File: config.mk
export PLATFORM = sky130hd
export DESIGN_NAME = color_dominance_threshold_unit_flat
export DESIGN_NICKNAME = d
export VERILOG_FILES = /design/src/cdt_pkg.sv /design/src/cdt_ifs.sv /design/src/cdt_eval.sv /design/src/cdt_track.sv /design/src/color_dominance_threshold_unit.sv /design/src/flat_wrapper.sv
export VERILOG_INCLUDE_DIRS = /design/src /design/src/src
export SDC_FILE = /design/constraint.sdc
export NUM_CORES = 1
export LEC_CHECK = 0
export ABC_AREA = 1
export BUFFER_PORTS_ARGS = -buffer_cell sky130_fd_sc_hd__buf_2
export CAP_MARGIN = 30
export CORE_MARGIN = 3
export CORE_UTILIZATION = 39
export DETAILED_ROUTE_END_ITERATION = 6
export PLACE_DENSITY = 0.52
export SETUP_SLACK_MARGIN = 0.05
export SYNTH_ARGS = -nofsm -noshare
export SYNTH_HDL_FRONTEND = slang
export SYNTH_SLANG_ARGS = --single-unit
export TNS_END_PERCENT = 50
File: constraint.sdc
create_clock -name clk -period 5.8 [get_ports clk]
set_clock_uncertainty 0.2 [all_clocks]
set_input_delay 0.29 -clock clk [delete_from_list [all_inputs] [get_ports clk]]
set_output_delay 0.29 -clock clk [all_outputs]
set_load 0.02 [all_outputs]
File: src/color_dominance_threshold_unit_defines.svh
// Assertion macros shared by the color dominance threshold unit.
`ifndef COLOR_DOMINANCE_THRESHOLD_UNIT_DEFINES_SVH
`define COLOR_DOMINANCE_THRESHOLD_UNIT_DEFINES_SVH

// Checks that a condition at one edge implies a consequent at the same edge.
`define CDT_ASSERT_SAME(lbl, ante, cons) \
	lbl: assert property (@(posedge clk) disable iff (!arst_n) (ante) |-> (cons)) \
		else $error("cdt check failed");

// Checks that a condition at one edge implies a consequent at the next edge.
`define CDT_ASSERT_NEXT(lbl, ante, cons) \
	lbl: assert property (@(posedge clk) disable iff (!arst_n) (ante) |=> (cons)) \
		else $error("cdt check failed");

`endif

File: src/cdt_pkg.sv
// Package with shared types and constants of the color dominance threshold unit.
package cdt_pkg;

	localparam int unsigned PixW    = 8;
	localparam int unsigned PeriodW = 7;
	localparam int unsigned CfgIdxW = 3;
	localparam int unsigned CfgDataW = 8;

	// Configuration register indexes
	localparam logic [CfgIdxW-1:0] CFG_COLOR_MODE   = 3'd0;
	localparam logic [CfgIdxW-1:0] CFG_DOM_MARGIN   = 3'd1;
	localparam logic [CfgIdxW-1:0] CFG_PEAK_MARGIN  = 3'd2;
	localparam logic [CfgIdxW-1:0] CFG_LEVEL_OFFSET = 3'd3;
	localparam logic [CfgIdxW-1:0] CFG_REFRESH_PER  = 3'd4;

	// Color modes
	localparam logic MODE_RED  = 1'b0;
	localparam logic MODE_BLUE = 1'b1;

	// Reset values of the configuration registers
	localparam logic [PixW-1:0]    DOM_MARGIN_RST  = 8'd30;
	localparam logic [PixW-1:0]    PEAK_MARGIN_RST = 8'd200;
	localparam logic [PixW-1:0]    LEVEL_OFS_RST   = 8'd0;
	localparam logic [PeriodW-1:0] PERIOD_RST      = 7'd32;
	localparam logic [PeriodW-1:0] PERIOD_MIN      = 7'd1;
	localparam logic [PeriodW-1:0] PERIOD_MAX      = 7'd64;

	// Per-pixel evaluation result
	typedef struct packed {
		logic            mark;
		logic            peak_cand;
		logic [PixW-1:0] chosen;
	} cdt_eval_t;

	// Tracker status seen by the evaluator and the checks
	typedef struct packed {
		logic [PixW-1:0] level;
		logic            refresh;
		logic            peak_nz;
	} cdt_track_t;

endpackage

File: src/cdt_ifs.sv
// Valid/ready channel interfaces for pixel input words and mask output words.
interface cdt_pixel_if;
	logic       valid;
	logic       ready;
	logic [7:0] blue_value;
	logic [7:0] green_value;
	logic [7:0] red_value;
	logic       frame_end;

	modport source (output valid, blue_value, green_value, red_value, frame_end,
		input ready);
	modport sink (input valid, blue_value, green_value, red_value, frame_end,
		output ready);
endinterface

interface cdt_mask_if;
	logic valid;
	logic ready;
	logic mask_bit;
	logic frame_last;

	modport source (output valid, mask_bit, frame_last, input ready);
	modport sink (input valid, mask_bit, frame_last, output ready);
endinterface

File: src/cdt_eval.sv
// Per-pixel dominance compare against the marking and peak margins.
module cdt_eval
	import cdt_pkg::*;
(
	input  logic [PixW-1:0] blue_value,
	input  logic [PixW-1:0] green_value,
	input  logic [PixW-1:0] red_value,
	input  logic            mode,
	input  logic [PixW-1:0] dom_margin,
	input  logic [PixW-1:0] peak_margin,
	input  logic [PixW-1:0] level,
	output cdt_eval_t       res
);
	logic [PixW-1:0] chosen;
	logic [PixW-1:0] other;
	logic [PixW:0]   g_dom, o_dom, lvl_dom, g_peak, o_peak;
	logic [PixW:0]   c_ext;

	// pick the chosen color and the non-green competitor
	assign chosen = (mode == MODE_BLUE) ? blue_value : red_value;
	assign other  = (mode == MODE_BLUE) ? red_value : blue_value;
	assign c_ext  = {1'b0, chosen};

	// c - m > x  is  c > x + m, done without wrap in 9 bits
	assign g_dom   = {1'b0, green_value} + {1'b0, dom_margin};
	assign o_dom   = {1'b0, other} + {1'b0, dom_margin};
	assign lvl_dom = {1'b0, level} + {1'b0, dom_margin};
	assign g_peak  = {1'b0, green_value} + {1'b0, peak_margin};
	assign o_peak  = {1'b0, other} + {1'b0, peak_margin};

	always_comb begin
		res.chosen    = chosen;
		res.mark      = (c_ext > g_dom) && (c_ext > o_dom) && (c_ext >= lvl_dom);
		res.peak_cand = (c_ext > g_peak) && (c_ext > o_peak);
	end
endmodule

File: src/cdt_track.sv
// Frame counter, peak tracking and per-mode adaptive level registers.
module cdt_track
	import cdt_pkg::*;
(
	input  logic               clk,
	input  logic               arst_n,
	input  logic               step,
	input  logic               frame_end,
	input  cdt_eval_t          ev,
	input  logic               mode,
	input  logic [PixW-1:0]    level_offset,
	input  logic [PeriodW-1:0] refresh_period,
	output cdt_track_t         stat
);
	logic [PixW-1:0]    level_q [2];
	logic [PixW-1:0]    frame_peak_q;
	logic [PeriodW-1:0] frame_count_q;
	logic               refresh_q;

	logic [PeriodW-1:0] period;
	logic [PeriodW:0]   cnt_inc;
	logic [PeriodW-1:0] cnt_next;
	logic [PixW-1:0]    peak_next;
	logic               peak_upd;

	// clamp the period to 1..64
	always_comb begin
		period = refresh_period;
		if (refresh_period < PERIOD_MIN) period = PERIOD_MIN;
		if (refresh_period > PERIOD_MAX) period = PERIOD_MAX;
	end

	// next frame count, wrapping at the period
	assign cnt_inc  = {1'b0, frame_count_q} + {{PeriodW{1'b0}}, 1'b1};
	assign cnt_next = (cnt_inc >= {1'b0, period}) ? '0 : cnt_inc[PeriodW-1:0];

	// running peak over strongly dominant pixels in a tracking frame
	assign peak_upd  = refresh_q && ev.peak_cand && (ev.chosen >= frame_peak_q);
	assign peak_next = peak_upd ? ev.chosen : frame_peak_q;

	always_ff @(posedge clk or negedge arst_n) begin
		if (!arst_n) begin
			level_q[0]    <= '0;
			level_q[1]    <= '0;
			frame_peak_q  <= '0;
			frame_count_q <= '0;
			refresh_q     <= 1'b0;
		end else if (step) begin
			if (frame_end) begin
				if (refresh_q) level_q[mode] <= peak_next - level_offset;
				frame_peak_q  <= '0;
				frame_count_q <= cnt_next;
				refresh_q     <= (cnt_next == (period - PERIOD_MIN));
			end else begin
				frame_peak_q <= peak_next;
			end
		end
	end

	always_comb begin
		stat.level   = level_q[mode];
		stat.refresh = refresh_q;
		stat.peak_nz = (frame_peak_q != '0);
	end
endmodule

File: src/color_dominance_threshold_unit.sv
// Top level of the color dominance threshold unit.
// Marks BGR pixels whose chosen color (red or blue) beats both other components
// by the dominance margin and, less that margin, reaches that mode's adaptive
// level; one mask word leaves for every pixel word, in order. Each word is
// held in the input register and is evaluated and committed to the tracking
// state on its way into the output register, so the unit sustains one word per
// clock while the output is ready; a stalled output backs up through the two
// registers. Every refresh_period frames a tracking frame records the peak of
// strongly dominant pixels, and the level of the current mode becomes peak minus
// level_offset from the next frame on. Configuration writes go through
// cfg_we/cfg_index/cfg_data and must only happen while no word is in flight.
`include "color_dominance_threshold_unit_defines.svh"

module color_dominance_threshold_unit
	import cdt_pkg::*;
(
	input  logic                clk,
	input  logic                arst_n,
	cdt_pixel_if.sink           pix,
	cdt_mask_if.source          mask,
	input  logic                cfg_we,
	input  logic [CfgIdxW-1:0]  cfg_index,
	input  logic [CfgDataW-1:0] cfg_data
);
	logic               color_mode_q;
	logic [PixW-1:0]    dom_margin_q;
	logic [PixW-1:0]    peak_margin_q;
	logic [PixW-1:0]    level_offset_q;
	logic [PeriodW-1:0] refresh_period_q;

	logic            valid_s1;
	logic [PixW-1:0] blue_s1, green_s1, red_s1;
	logic            fe_s1;
	logic            valid_s2, mask_s2, fe_s2;

	logic       advance;
	cdt_eval_t  ev;
	cdt_track_t stat;

	// configuration registers
	always_ff @(posedge clk or negedge arst_n) begin
		if (!arst_n) begin
			color_mode_q     <= MODE_RED;
			dom_margin_q     <= DOM_MARGIN_RST;
			peak_margin_q    <= PEAK_MARGIN_RST;
			level_offset_q   <= LEVEL_OFS_RST;
			refresh_period_q <= PERIOD_RST;
		end else if (cfg_we) begin
			case (cfg_index)
				CFG_COLOR_MODE:   color_mode_q     <= cfg_data[0];
				CFG_DOM_MARGIN:   dom_margin_q     <= cfg_data;
				CFG_PEAK_MARGIN:  peak_margin_q    <= cfg_data;
				CFG_LEVEL_OFFSET: level_offset_q   <= cfg_data;
				CFG_REFRESH_PER:  refresh_period_q <= cfg_data[PeriodW-1:0];
				default: ;
			endcase
		end
	end

	// handshake: s1 moves to s2 when s2 is empty or being drained
	assign advance   = valid_s1 && (!valid_s2 || mask.ready);
	assign pix.ready = !valid_s1 || advance;

	// input register
	always_ff @(posedge clk or negedge arst_n) begin
		if (!arst_n) begin
			valid_s1 <= 1'b0;
		end else if (pix.ready) begin
			valid_s1 <= pix.valid;
		end
	end

	always_ff @(posedge clk) begin
		if (pix.ready && pix.valid) begin
			blue_s1  <= pix.blue_value;
			green_s1 <= pix.green_value;
			red_s1   <= pix.red_value;
			fe_s1    <= pix.frame_end;
		end
	end

	cdt_eval u_eval (
		.blue_value  (blue_s1),
		.green_value (green_s1),
		.red_value   (red_s1),
		.mode        (color_mode_q),
		.dom_margin  (dom_margin_q),
		.peak_margin (peak_margin_q),
		.level       (stat.level),
		.res         (ev)
	);

	cdt_track u_track (
		.clk            (clk),
		.arst_n         (arst_n),
		.step           (advance),
		.frame_end      (fe_s1),
		.ev             (ev),
		.mode           (color_mode_q),
		.level_offset   (level_offset_q),
		.refresh_period (refresh_period_q),
		.stat           (stat)
	);

	// output register
	always_ff @(posedge clk or negedge arst_n) begin
		if (!arst_n) begin
			valid_s2 <= 1'b0;
		end else if (advance) begin
			valid_s2 <= 1'b1;
		end else if (mask.ready) begin
			valid_s2 <= 1'b0;
		end
	end

	always_ff @(posedge clk) begin
		if (advance) begin
			mask_s2 <= ev.mark;
			fe_s2   <= fe_s1;
		end
	end

	assign mask.valid      = valid_s2;
	assign mask.mask_bit   = mask_s2;
	assign mask.frame_last = fe_s2;

	// checks
	`CDT_ASSERT_SAME(a_stall_blocks_input, valid_s1 && valid_s2 && !mask.ready, !pix.ready)
	`CDT_ASSERT_SAME(a_peak_only_tracking, stat.peak_nz, stat.refresh)
	`CDT_ASSERT_NEXT(a_result_from_advance, !valid_s2 && !advance, !mask.valid)
endmodule

File: src/flat_wrapper.sv
// flat-port wrapper written by rule: the top's interface ports become plain ports
module color_dominance_threshold_unit_flat import cdt_pkg::*;
  (clk, arst_n, cfg_we, cfg_index, cfg_data, pix_valid, pix_blue_value, pix_green_value, pix_red_value, pix_frame_end, pix_ready, mask_valid, mask_mask_bit, mask_frame_last, mask_ready);
  cdt_pixel_if pix_i ();
  cdt_mask_if mask_i ();
  input  logic clk;
  input  logic arst_n;
  input  logic cfg_we;
  input  logic [CfgIdxW-1:0] cfg_index;
  input  logic [CfgDataW-1:0] cfg_data;
  input wire logic [$bits(pix_i.valid)-1:0] pix_valid;
  input wire logic [$bits(pix_i.blue_value)-1:0] pix_blue_value;
  input wire logic [$bits(pix_i.green_value)-1:0] pix_green_value;
  input wire logic [$bits(pix_i.red_value)-1:0] pix_red_value;
  input wire logic [$bits(pix_i.frame_end)-1:0] pix_frame_end;
  output wire logic [$bits(pix_i.ready)-1:0] pix_ready;
  output wire logic [$bits(mask_i.valid)-1:0] mask_valid;
  output wire logic [$bits(mask_i.mask_bit)-1:0] mask_mask_bit;
  output wire logic [$bits(mask_i.frame_last)-1:0] mask_frame_last;
  input wire logic [$bits(mask_i.ready)-1:0] mask_ready;
  assign pix_i.valid = pix_valid;
  assign pix_i.blue_value = pix_blue_value;
  assign pix_i.green_value = pix_green_value;
  assign pix_i.red_value = pix_red_value;
  assign pix_i.frame_end = pix_frame_end;
  assign pix_ready = pix_i.ready;
  assign mask_valid = mask_i.valid;
  assign mask_mask_bit = mask_i.mask_bit;
  assign mask_frame_last = mask_i.frame_last;
  assign mask_i.ready = mask_ready;
  color_dominance_threshold_unit u_core (.clk(clk), .arst_n(arst_n), .pix(pix_i), .mask(mask_i), .cfg_we(cfg_we), .cfg_index(cfg_index), .cfg_data(cfg_data));
endmodule
==> impl_metrics.env, run 1 <==
export IMPL_end_kind="flip-flop"
export IMPL_crit_fanout=8
export IMPL_arrival_ps=5300
export IMPL_synth_area_leaders="dfrtp_1 (20%), ha_1 (18%), edfxtp_1 (11%)"
export IMPL_placedCellCount=1138
export IMPL_port_buffers=44
export IMPL_clockBufferDepth=2
export IMPL_fin_cells=1185
export IMPL_drt_initial_drc_count=213
export IMPL_synth_edf_count=27
export IMPL_routabilityCongestion=0.835
export IMPL_p_per_area_nw_per_um2=378
export IMPL_antenna_found_initial=0
export IMPL_grt_pass1_wl_mm=29.9
export IMPL_max_freq_mhz=190
export IMPL_r2r_setup_slack_ps=540
export IMPL_syn_nets=1027
export IMPL_finalSetupViolCount=0
export IMPL_critPathLaunch="u_core.color_mode_q$_DFFE_PN0P_"
export IMPL_dp_hpwl_mm=14.4
export IMPL_cts_root_buf="clkbuf_16"
export IMPL_drv_cap=0
export IMPL_ys_flop_type="dfrtp_1"
export IMPL_finalCritPeriodShare_pct=90.7
export IMPL_die_h_um=141
export IMPL_dpl_cell_area_um2=7640
export IMPL_status="finished clean"
export IMPL_path_class="flip-flop to flip-flop"
export IMPL_slew_viol_final=0
export IMPL_drive_above_1_share_pct=11.0
export IMPL_routed_wl_mm=18.4
export IMPL_core_area_um2=17600
export IMPL_path_clk_slew_ps=70
export IMPL_cp_top_family="simple AND/OR/NAND/NOR gates"
export IMPL_rsz0062_at_grt="no"
export IMPL_path_buf_inv=2
export IMPL_ir_drop_v=0.000176
export IMPL_path_depth=29
export IMPL_hold_viol_final=0
export IMPL_initial_core_util_pct=40.6
export IMPL_cpPeakStageDelay_ps=430
export IMPL_crit_top_cell="nand2_1"
export IMPL_r2r_end="u_core.u_track.level_q[6]$_DFFE_PN0P_"
export IMPL_area_sequential_um2=2470
export IMPL_synth_cell_type_count=44
export IMPL_async_flop_share_pct=71.0
export IMPL_grt_pass1_vias=5638
export IMPL_synth_cells=876
export IMPL_grt_start_max_net_pins=67
export IMPL_tightest_slew_ps=963
export IMPL_fillers=1729
export IMPL_rr_worst_depth=29
export IMPL_ys_seq_area_share_pct=34.6
export IMPL_crit_slowest_cell="dfrtp_1"
export IMPL_worstSkewPairLatency_ps=360
export IMPL_nets=1106
export IMPL_wl_per_cell_um=15.5
export IMPL_grt_overflow_total=0
export IMPL_multi_input_area_um2=4120
export IMPL_via_per_inst=4.89
export IMPL_cts_sinks=93
export IMPL_yosysWarnings=0
export IMPL_finalSetupTns_ps=0
export IMPL_h_tree_depth=3
export IMPL_synthToLayoutAreaGrowth_pct=15.8
export IMPL_rows=48
export IMPL_relSlewSlack_pct=35.6
export IMPL_power_leakage_nw=4.24
export IMPL_yosys_register_bits=93
export IMPL_numCtsBuffers=9
export IMPL_die_x_um=141
export IMPL_final_util_pct=47.0
export IMPL_netlist_area_um2=7140
export IMPL_ant_nets=0
export IMPL_yosysTopAreaCell="dfrtp_1"
export IMPL_yosys_area_top_type_share_pct=20.3
export IMPL_final_area_um2=8270
export IMPL_antenna_cells=0
export IMPL_cts_tree="done"
export IMPL_ios=45
export IMPL_crit_end="u_core.u_track.level_q[6]$_DFFE_PN0P_"
export IMPL_vias=5789
export IMPL_r2r_start="u_core.color_mode_q$_DFFE_PN0P_"
export IMPL_track_usage_pct=19.2
export IMPL_period_needed_ps=5260
export IMPL_syn_mean_instance_area_um2=8.15
export IMPL_drc=0
export IMPL_drt_pass1_iterations=5
export IMPL_worst_ep_required_time_ps=5840
export IMPL_hold_class="primary input to flip-flop"
export IMPL_die_area_um2=20000
export IMPL_cp_start_kind="flip-flop"
==> worst register-to-register path, delay by kind of cell, from the launching register on <==
kind | cells | cell delay [ps]
compound gates | 7 | 1060
xor+xnor | 2 | 300
fa+ha+maj | 4 | 1150
buf+inv | 2 | 310
flops | 1 | 430
mux | 1 | 270
simple gates | 13 | 1450
==> cell families after synthesis <==
| group | share of synthesized area (%) |
|---|---|
| AO/OA/AOI/OAI | 12.2 |
| XOR/XNOR | 4.91 |
| adder cells (fa/ha/maj) | 19.9 |
| buffers and inverters | 7.64 |
| flip-flops | 34.6 |
| multiplexers | 0.929 |
| AND/OR/NAND/NOR | 19.7 |
==> registers in the layout, summed over array words and instances (netlist names), 7 cells and up <==
signal and count:
u_core.u_track.level_q 16, u_core.blue_s1 8, u_core.dom_margin_q 8, u_core.green_s1 8
u_core.level_offset_q 8, u_core.peak_margin_q 8, u_core.red_s1 8, u_core.u_track.frame_peak_q 8
u_core.refresh_period_q 7, u_core.u_track.frame_count_q 7
==> repair_timing <==
action	in CTS	in global routing
hold buffers	28	0
resized for setup	0	5
buffers inserted	0	3
hold endpoints to repair	85	0
setup endpoints to repair	0	6
==> where the power goes <==
part	switching (mW)	internal (mW)	total [mW]
sequential	0.116	0.800	0.916
clock	0.275	0.365	0.640
combinational	0.929	0.641	1.57
==> metrics by stage <==
stage	total power [mW]	hold WS [ps]	setup slack [ps]
floorplan	2.09	-206	657
global placement	2.47	266	420
detailed placement	2.48	268	275
CTS	3.16	52.7	251
global route	3.46	75.7	54.8
finish	3.13	71.6	540
==> placed cells by master (no fill, tap or decap), drive strengths merged, types with 7 or more instances in the layout <==
cell / synthesis / routed
a21oi: 50 / 50
nor2: 41 / 41
xnor2: 16 / 16
buf: 3 / 52
edfxtp: 27 / 27
dlygate4sd3: 0 / 28
dfstp: 8 / 8
o21ai: 86 / 86
dfrtp: 58 / 58
xor2: 24 / 24
nand2: 209 / 209
inv: 130 / 131
o22ai: 7 / 7
clkbuf: 9 / 11
ha: 104 / 104
nand4: 15 / 15
nand3: 46 / 46
==> layout make-up <==
| cell class | instances | area share [%] |
|---|---|---|
| tap | 225 | 3.41 |
| timing repair buffer | 80 | 6.98 |
| clock inverter | 5 | 0.787 |
| sequential | 93 | 29.9 |
| multi-input combinational | 640 | 49.9 |
| clock buffer | 11 | 3.07 |
| inverter | 131 | 5.95 |
==> per-layer routing <==
layer  share of wire, %  GRT usage [%]  vias up
li1                   -              -     3074
met2                 47           32.5       75
met4                1.9           5.25        0
met1                 48           25.4     2617
met3                2.8           3.37       23
met5                  0              0        -
==> synthesized netlist by cell type (2+ instances only) <==
cell / instances
and3_1: 2
o22ai_1: 7
nand2_2: 7
a21oi_1: 49
o211ai_1: 3
clkbuf_1: 9
dfstp_2: 8
a21o_1: 3
inv_2: 2
or2_2: 2
o21ai_1: 4
fa_1: 6
o21ai_0: 77
ha_1: 104
dfrtp_1: 58
nand3_1: 44
a31oi_1: 2
o21ai_2: 5
nand4_1: 15
mux2_2: 5
xnor2_1: 16
nor3_1: 2
o21bai_1: 6
nand3b_1: 5
xor2_1: 24
nor2_1: 35
nor2_2: 4
nand2_1: 202
nor2_4: 2
inv_1: 128
edfxtp_1: 27
==> worst min-delay path by stage <==
stage | startpoint | end | slack (ps) | depth (start not counted)
2_1_floorplan | arst_n | u_core.color_mode_q$_DFFE_PN0P_ | -210 | 0
3_3_place_gp | pix_red_value[0] | u_core.red_s1[0]$_DFFE_PP_ | 270 | 1
3_5_place_dp | pix_blue_value[3] | u_core.blue_s1[3]$_DFFE_PP_ | 270 | 1
4_1_cts | cfg_data[7] | u_core.peak_margin_q[7]$_DFFE_PN1P_ | 50 | 3
5_1_grt | cfg_data[6] | u_core.peak_margin_q[6]$_DFFE_PN1P_ | 80 | 3
6_report | cfg_data[7] | u_core.peak_margin_q[7]$_DFFE_PN1P_ | 70 | 3
(Power assumes the default switching activity.)
==> run 2, diff against run 1 <==
--- a/config.mk
+++ b/config.mk
@@ -12,7 +12,6 @@
 export CORE_MARGIN = 3
 export CORE_UTILIZATION = 39
 export DETAILED_ROUTE_END_ITERATION = 6
-export PLACE_DENSITY = 0.52
 export SETUP_SLACK_MARGIN = 0.05
 export SYNTH_ARGS = -nofsm -noshare
 export SYNTH_HDL_FRONTEND = slang
==> run 2 against run 1 <==
  * Design area fell by 0.29%
  * Clock power is 9.8% lower
  * Critical path depth fell by 3
  * Combinational power is essentially flat
  * Die area is the same
  * Count of clock-buffer cells in the layout increased by 1
  * Flip-flop and latch count stayed put
  * Register-to-register slack worse by 40 ps
  * Setup slack worse by 44 ps
  * Power decreased by 2.2%
==> impl_metrics.env, run 2 (synthesized netlist as in run 1, its figures left out) <==
export IMPL_top_register="u_core.u_track.level_q"
export IMPL_initial_core_util_pct=40.6
export IMPL_final_common_cell="nand2_1"
export IMPL_grt_pass1_wl_mm=28.8
export IMPL_worstSkewPairLatency_ps=350
export IMPL_largest_register_ffs=16
export IMPL_finalSetupViolCount=0
export IMPL_finalSetupTns_ps=0
export IMPL_grt_start_max_net_pins=67
export IMPL_crit_end="u_core.u_track.level_q[6]$_DFFE_PN0P_"
export IMPL_rsz0062_at_grt="no"
export IMPL_relSlewSlack_pct=37.6
export IMPL_power_leakage_nw=4.24
export IMPL_cts_sinks=93
export IMPL_tightest_slew_ps=932
export IMPL_max_freq_mhz=189
export IMPL_slew_viol_final=0
export IMPL_numCtsBuffers=9
export IMPL_dpl_cell_area_um2=7640
export IMPL_r2r_setup_slack_ps=500
export IMPL_r2r_end="u_core.u_track.level_q[6]$_DFFE_PN0P_"
export IMPL_crit_fanout=28
export IMPL_hold_class="primary input to flip-flop"
export IMPL_antenna_cells=0
export IMPL_core_area_um2=17600
export IMPL_synthToLayoutAreaGrowth_pct=15.5
export IMPL_antenna_found_initial=0
export IMPL_end_kind="flip-flop"
export IMPL_path_clk_slew_ps=70
export IMPL_wl_per_cell_um=14.9
export IMPL_clockBufferDepth=2
export IMPL_port_buffers=44
export IMPL_period_needed_ps=5300
export IMPL_drc=0
export IMPL_drt_pass1_iterations=5
export IMPL_ir_drop_v=0.000200
export IMPL_nets=1108
export IMPL_status="finished clean"
export IMPL_die_x_um=141
export IMPL_dp_hpwl_mm=13.6
export IMPL_cts_tree="done"
export IMPL_via_per_inst=4.95
export IMPL_r2r_start="u_core.color_mode_q$_DFFE_PN0P_"
export IMPL_grt_overflow_total=0
export IMPL_drive_above_1_share_pct=11.1
export IMPL_drt_initial_drc_count=315
export IMPL_h_tree_depth=3
export IMPL_hold_viol_final=0
export IMPL_grt_pass1_vias=5472
export IMPL_die_h_um=141
export IMPL_cts_root_buf="clkbuf_16"
export IMPL_vias=5879
export IMPL_finalCritPeriodShare_pct=91.4
export IMPL_die_area_um2=20000
export IMPL_path_class="flip-flop to flip-flop"
export IMPL_layout_common_cells="nand2_1 (202), inv_1 (128), ha_1 (104)"
export IMPL_ant_nets=0
export IMPL_arrival_ps=5340
export IMPL_routed_wl_mm=17.7
export IMPL_crit_slowest_cell="dfrtp_1"
export IMPL_final_area_um2=8240
export IMPL_critPathLaunch="u_core.color_mode_q$_DFFE_PN0P_"
export IMPL_ios=45
export IMPL_rows=48
export IMPL_cp_start_kind="flip-flop"
export IMPL_track_usage_pct=18.5
export IMPL_routabilityCongestion=0.872
export IMPL_p_per_area_nw_per_um2=371
export IMPL_cpPeakStageDelay_ps=430
export IMPL_worst_ep_required_time_ps=5830
export IMPL_drv_cap=0
export IMPL_rr_worst_depth=26
run 2: how the worst min path moves through the flow:
stage	cells after the start	slack (ps)	endpoint	startpoint
5_1_grt	3	90	u_core.dom_margin_q[3]$_DFFE_PN1P_	cfg_data[3]
3_5_place_dp	1	270	u_core.red_s1[0]$_DFFE_PP_	pix_red_value[0]
6_report	3	70	u_core.peak_margin_q[3]$_DFFE_PN1P_	cfg_data[3]
4_1_cts	3	70	u_core.peak_margin_q[3]$_DFFE_PN1P_	cfg_data[3]
2_1_floorplan	0	-210	u_core.color_mode_q$_DFFE_PN0P_	arst_n
3_3_place_gp	1	270	u_core.green_s1[3]$_DFFE_PP_	pix_green_value[3]
run 2: area by class of cell:
cell class                 count  area [um2]
clock buffer                  12         258
sequential                    93        2470
fill                        1733        9360
timing repair buffer          81         581
clock inverter                 4        23.8
multi-input combinational    641        4130
tap                          225         282
inverter                     131         492
run 2: what timing repair did:
item                                    in CTS  in global routing
hold buffers                                28                  0
setup buffers                                0                  4
endpoints found under the setup margin       0                  6
gates resized for setup                      0                  3
endpoints found under the hold margin       85                  0
run 2: critical path, delay by kind of cell (launching register included):
family | cells | cell delay [ps]
AOI/OAI and AO/OA | 6 | 1130
adders and majority gates | 5 | 1550
muxes | 1 | 270
buffers and inverters | 2 | 280
xor gates and xnor gates | 2 | 290
and+or+nand+nor | 10 | 1030
DFF | 1 | 430
run 2: power breakdown:
group	internal (mW)	switching, mW	leakage (nW)
registers	0.800	0.107	1.09
logic	0.641	0.933	3.01
clock network	0.316	0.261	0.141
run 2: per-layer routing:
metal	up-vias	GRT usage [%]	routed length [um]
met3	27	3.13	770
li1	3083	-	-
met4	0	6.83	457
met5	-	0	0
met1	2641	26.2	8750
met2	128	28.3	7720
run 2: metrics by stage:
step / util [%] / total power [mW] / cells / setup slack (ps) / hold slack [ps]
2_1_floorplan: - / 2.09 / 876 / 657 / -206
3_3_place_gp: 43.3 / 2.45 / 1137 / 534 / 266
3_5_place_dp: 43.4 / 2.47 / 1138 / 405 / 268
4_1_cts: 46.6 / 3.08 / 1182 / 388 / 70.6
5_1_grt: 46.8 / 3.39 / 1187 / 84.8 / 94.6
6_report: 46.8 / 3.06 / 1187 / 496 / 71.7
